==> config.mk <==
export PLATFORM = sky130hd
export DESIGN_NAME = cmwc_mwc
export DESIGN_NICKNAME = d
export VERILOG_FILES = /design/src/hw/rtl/cmwc4096_random_generator_assert.svh /design/src/hw/rtl/cmwc_pkg.sv /design/src/hw/rtl/cmwc_mwc.sv
export SDC_FILE = /design/constraint.sdc
export NUM_CORES = 1
export LEC_CHECK = 0
export BUFFER_PORTS_ARGS = -buffer_cell sky130_fd_sc_hd__clkbuf_2
export CELL_PAD_IN_SITES_DETAIL_PLACEMENT = 1
export CELL_PAD_IN_SITES_GLOBAL_PLACEMENT = 1
export CORE_MARGIN = 2
export CORE_UTILIZATION = 55
export DETAILED_ROUTE_END_ITERATION = 10
export PLACE_DENSITY_LB_ADDON = 0.1
export SETUP_SLACK_MARGIN = 0.3
export SLEW_MARGIN = 20
export SYNTH_ARGS = -nofsm -noshare
export SYNTH_HDL_FRONTEND = slang
export SYNTH_SLANG_ARGS = --single-unit
==> constraint.sdc <==
create_clock -name clk -period 14.3 [get_ports clk]
set_input_delay 2.145 -clock clk [delete_from_list [all_inputs] [get_ports clk]]
set_output_delay 2.145 -clock clk [all_outputs]
set_load 0.1 [all_outputs]
==> src/hw/rtl/cmwc4096_random_generator_assert.svh <==
// Assertion macros shared by the generator RTL.
`ifndef CMWC4096_RANDOM_GENERATOR_ASSERT_SVH
`define CMWC4096_RANDOM_GENERATOR_ASSERT_SVH

// Same-cycle implication, checked out of reset.
`define CMWC_ASSERT_NOW(label, clk, rst_n, ante, cons, msg) \
    label: assert property (@(posedge clk) disable iff (!rst_n) (ante) |-> (cons)) \
        else $error(msg);

// Next-cycle implication, checked out of reset.
`define CMWC_ASSERT_NEXT(label, clk, rst_n, ante, cons, msg) \
    label: assert property (@(posedge clk) disable iff (!rst_n) (ante) |=> (cons)) \
        else $error(msg);

`endif

==> src/hw/rtl/cmwc_pkg.sv <==
`timescale 1ns / 1ps
`default_nettype none

package cmwc_pkg;

    localparam int WORD_W = 32;
    localparam int MULT_W = 15;
    localparam int PROD_W = WORD_W + MULT_W;
    localparam int SUM_W  = PROD_W + 1;

    typedef logic [WORD_W-1:0] word_t;

    localparam word_t         PHI_WORD    = 32'h9e37_79b9;
    localparam word_t         CMWC_BASE   = 32'hffff_fffe;
    localparam word_t         CARRY_RESET = 32'd362436;
    localparam logic [MULT_W-1:0] MULTIPLIER = 15'd18782;

    typedef enum logic [2:0] {
        ST_IDLE,
        ST_FILL,
        ST_MUL,
        ST_FIN
    } cmwc_state_t;

    typedef struct packed {
        logic mul_en;
        logic fin_en;
    } mwc_ctrl_t;

endpackage

`default_nettype wire

==> src/hw/rtl/cmwc_mwc.sv <==
`timescale 1ns / 1ps
`default_nettype none

module cmwc_mwc (
    input  wire logic                  clk,
    input  wire logic                  rst_n,
    input  wire cmwc_pkg::mwc_ctrl_t   ctrl,
    input  wire cmwc_pkg::word_t       lag_word,
    output cmwc_pkg::word_t            result
);
    import cmwc_pkg::*;

    logic [PROD_W-1:0] prod_reg;
    word_t             carry_reg;
    word_t             carry_next;
    logic [SUM_W-1:0]  t_sum;
    word_t             t_hi;
    logic [WORD_W:0]   x_sum;
    logic              wrap;
    word_t             x_word;

    always_ff @(posedge clk)
    begin
        if (ctrl.mul_en)
        begin
            prod_reg <= lag_word * MULTIPLIER;
        end
    end

    always_comb
    begin
        t_sum      = SUM_W'(prod_reg) + SUM_W'(carry_reg);
        t_hi       = WORD_W'(t_sum[SUM_W-1:WORD_W]);
        x_sum      = {1'b0, t_sum[WORD_W-1:0]} + {1'b0, t_hi};
        // wrapped below the new carry: bump both
        wrap       = x_sum[WORD_W];
        x_word     = x_sum[WORD_W-1:0] + WORD_W'(wrap);
        carry_next = t_hi + WORD_W'(wrap);
        result     = CMWC_BASE - x_word;
    end

    always_ff @(posedge clk or negedge rst_n)
    begin
        if (!rst_n)
        begin
            carry_reg <= CARRY_RESET;
        end
        else if (ctrl.fin_en)
        begin
            carry_reg <= carry_next;
        end
    end

endmodule

`default_nettype wire

==> results.py <==
metrics = {
    "clock_network": {
        "cts_num_sinks": 64,
        "post_cts_resize_count": 0,
        "cts-buffers-inserted": 9,
        "cts-hold-fix-buffers": 0,
        "worst_skew_pair.late_latency_ps": 330,
        "htree_num_levels": 3,
        "largest_buffer_count_on_any_clock_path": 2,
        "clock_tree_from_tritoncts": "built",
        "cts_post_setup_buffers_inserted": 0,
        "clk_transition_reported_paths_ps": 50,
        "root_buffer": "sky130_fd_sc_hd__clkbuf_16",
    },
    "sta": {
        "period_minus_slack_ps": 11200,
        "final.period_utilization_pct": 78.3,
        "slew_headroom_pct": 41.3,
        "max_slew.worst_pin.slew_ps": 880,
        "finalHoldViolCount": 0,
        "setup_violations": 0,
        "worst_clock_skew_ps": 5.02,
        "report.final.slew_viol_count": 0,
        "timing.setup.tns_ps": 0,
        "rsz0062_at_grt": "false",
        "max_freq_mhz": 89.3,
    },
    "critical_path": {
        "r2r.worst_path.cells": 25,
        "cp_max_stage_cell": "sky130_fd_sc_hd__nor3_1",
        "critical_path_peak_fanout": 7,
        "worst_ep_required_time_ps": 12150,
        "path_common_cell": "sky130_fd_sc_hd__inv_1",
        "timing.critical_path.arrival_ps": 9060,
        "end_kind": "primary output",
        "start_kind": "flop",
        "type_of_the_setup_path_with_the_least_slack": "reg2out",
        "max_stage_delay_ps": 580,
    },
    "synth": {
        "synthDistinctLibCells": 75,
        "synthArstFlopShare_pct": 28.1,
        "netlist_area_pre_place_um2": 14600,
        "ys.flop_type": "sky130_fd_sc_hd__edfxtp_1",
        "ys_ff_latch": 64,
        "synth_enable_flop_cells": 46,
        "syn-num-nets": 2025,
        "postSynthAreaPerCell_um2": 9.28,
        "synthesis.instances": 1568,
        "sequential_share_of_the_synthesized_area_pct": 12.7,
        "yosysWarningCount": 0,
    },
    "global_routing": {
        "grt_most_used_layer": "met2",
        "grt_first_pass_wirelength_mm": 64.9,
        "gr_overflow_total": 0,
        "number_of_antenna_violations_at_the_first_check_in_global_routing": 0,
        "grt_start_max_net_pins": 47,
        "met2_use_gr_pct": 54.3,
        "vias_in_the_first_global_route": 12714,
        "groute.usage.overall_pct": 29.2,
        "gr-usage-met3_pct": 2.26,
        "global_route.usage.met1_pct": 36.9,
    },
    "die": {
        "floorplan.initialDensity_pct": 56.0,
        "fp.dieH_um": 167,
        "design.die.area_um2": 27800,
        "io_pins": 68,
        "floorplan.core_area_um2": 26000,
        "floorplan.rows": 59,
        "die_width_um": 167,
    },
    "cells_and_area": {
        "largest_register_ff_count": 46,
        "final_core_utilization_pct": 59.8,
        "flow.area_growth_from_synthesis_pct": 6.81,
        "mostFrequentLayoutCell": "sky130_fd_sc_hd__inv_1",
        "layout.nets": 2091,
        "finalInstanceArea_um2": 15500,
        "mostFrequentLayoutCells": "312 x sky130_fd_sc_hd__inv_1, 251 x sky130_fd_sc_hd__ha_1, 170 x sky130_fd_sc_hd__fa_1",
        "layout-drive-gt1-share_pct": 7.69,
        "insertedDiodeCount": 0,
    },
    "placement": {
        "port_buffers": 67,
        "dpl_cell_area_um2": 15300,
        "dpl.hpwl_mm": 33.5,
        "routabilityCongestion": 0.895,
    },
    "outcome": {
        "outcome": "finished, final reports clean",
    },
    "detailed_routing": {
        "detail_route.vias_per_cell": 5.80,
        "postRouteWirelength_mm": 39.3,
        "drt-pass1-iter-count": 6,
        "drc": 0,
        "via_count": 11459,
        "final_ant_viol_nets": 0,
        "initialDrtViolationCount": 543,
        "detailed_route_wire_length_per_cell_um": 19.9,
    },
    "worst_hold_path": {
        "whs_path_depth": 2,
        "worstHoldPathType": "reg2reg",
    },
    "job": {
        "drv.max_cap_violation_count": 0,
    },
}
synthesized netlist by cell type, drive strengths merged (6+ instances only):
master | n | area [um^2]
o21ai | 55 | 275
a21oi | 80 | 404
and2 | 8 | 50.1
dfstp | 9 | 236
o21bai | 11 | 82.6
a21o | 44 | 330
mux2 | 12 | 135
o211ai | 6 | 45.0
nand3 | 34 | 175
fa | 170 | 3400
nand2b | 17 | 106
or3 | 12 | 75.1
edfxtp | 46 | 1380
nor2b | 17 | 106
nor2 | 81 | 304
a31o | 7 | 61.3
dfrtp | 9 | 225
nand2 | 64 | 240
nand4 | 21 | 138
ha | 251 | 3140
inv | 312 | 1170
a31oi | 7 | 43.8
o21a | 11 | 82.6
and3 | 18 | 113
nor3 | 24 | 130
clkbuf | 12 | 47.6
nor4b | 7 | 82.6
xor2 | 55 | 482
nor4 | 11 | 83.8
xnor2 | 87 | 762
a211oi | 7 | 57.6
per-stage QoR:
| step | worst slack [ps] | std cells | hold WS, ps |
|---|---|---|---|
| floorplan | 4470 | 1568 | 450 |
| global placement | 4140 | 1958 | 469 |
| detailed placement | 3700 | 1958 | 489 |
| CTS | 3240 | 1974 | 497 |
| global route | 2350 | 1974 | 511 |
| finish | 3100 | 1974 | 489 |
layer usage:
metal	wire [um]	part of all wire, %	vias up
met1	16900	43	5806
met5	0	0	-
met2	20700	53	205
met3	839	2.1	56
li1	-	-	5392
met4	855	2.2	0
path summary, 6_finish.rpt:
| path | from | to | slack, ps |
|---|---|---|---|
| worst min register to register | carry_reg[15] | carry_reg[15] | 490 |
| max in group asynchronous | rst_n | carry_reg[5] | 12090 |
| min in group asynchronous | rst_n | carry_reg[3] | 1810 |
| worst min-delay path | carry_reg[15] | carry_reg[15] | 490 |
| worst max-delay path | carry_reg[2] | result[30] | 3100 |
| worst max register to register | carry_reg[2] | carry_reg[14] | 6460 |
layout make-up:
| class | instances | area, um^2 |
|---|---|---|
| multi-input combinational | 1178 | 11500 |
| fill | 3028 | 10400 |
| sequential | 64 | 1840 |
| inverter | 312 | 1170 |
| tap | 335 | 419 |
| timing repair buffer | 69 | 350 |
| clock buffer | 10 | 229 |
| clock inverter | 6 | 50.0 |
kinds of logic (layout without fill, tap and decap cells):
group	count (synthesis)	after routing	synth area share, %
AOI/OAI and AO/OA	264	264	11.9
xor gates and xnor gates	143	143	8.70
DFF	64	64	12.7
and+or+nand+nor	336	336	12.2
adders and majority gates	421	421	45.0
muxes	14	14	1.07
buffers and inverters	326	397	8.44
worst max-delay path, delay by kind of cell (launching register included):
kind | cells | cell delay (ps)
adder cells (fa/ha/maj) | 4 | 1280
buffers and inverters | 5 | 850
XOR/XNOR | 2 | 580
flip-flops | 1 | 530
AND/OR/NAND/NOR | 14 | 4190
AO/OA/AOI/OAI | 4 | 1280
Power is left out: the tool's default activity adds up to more than one toggle a clock period on the data nets, which glitch-free logic cannot reach.
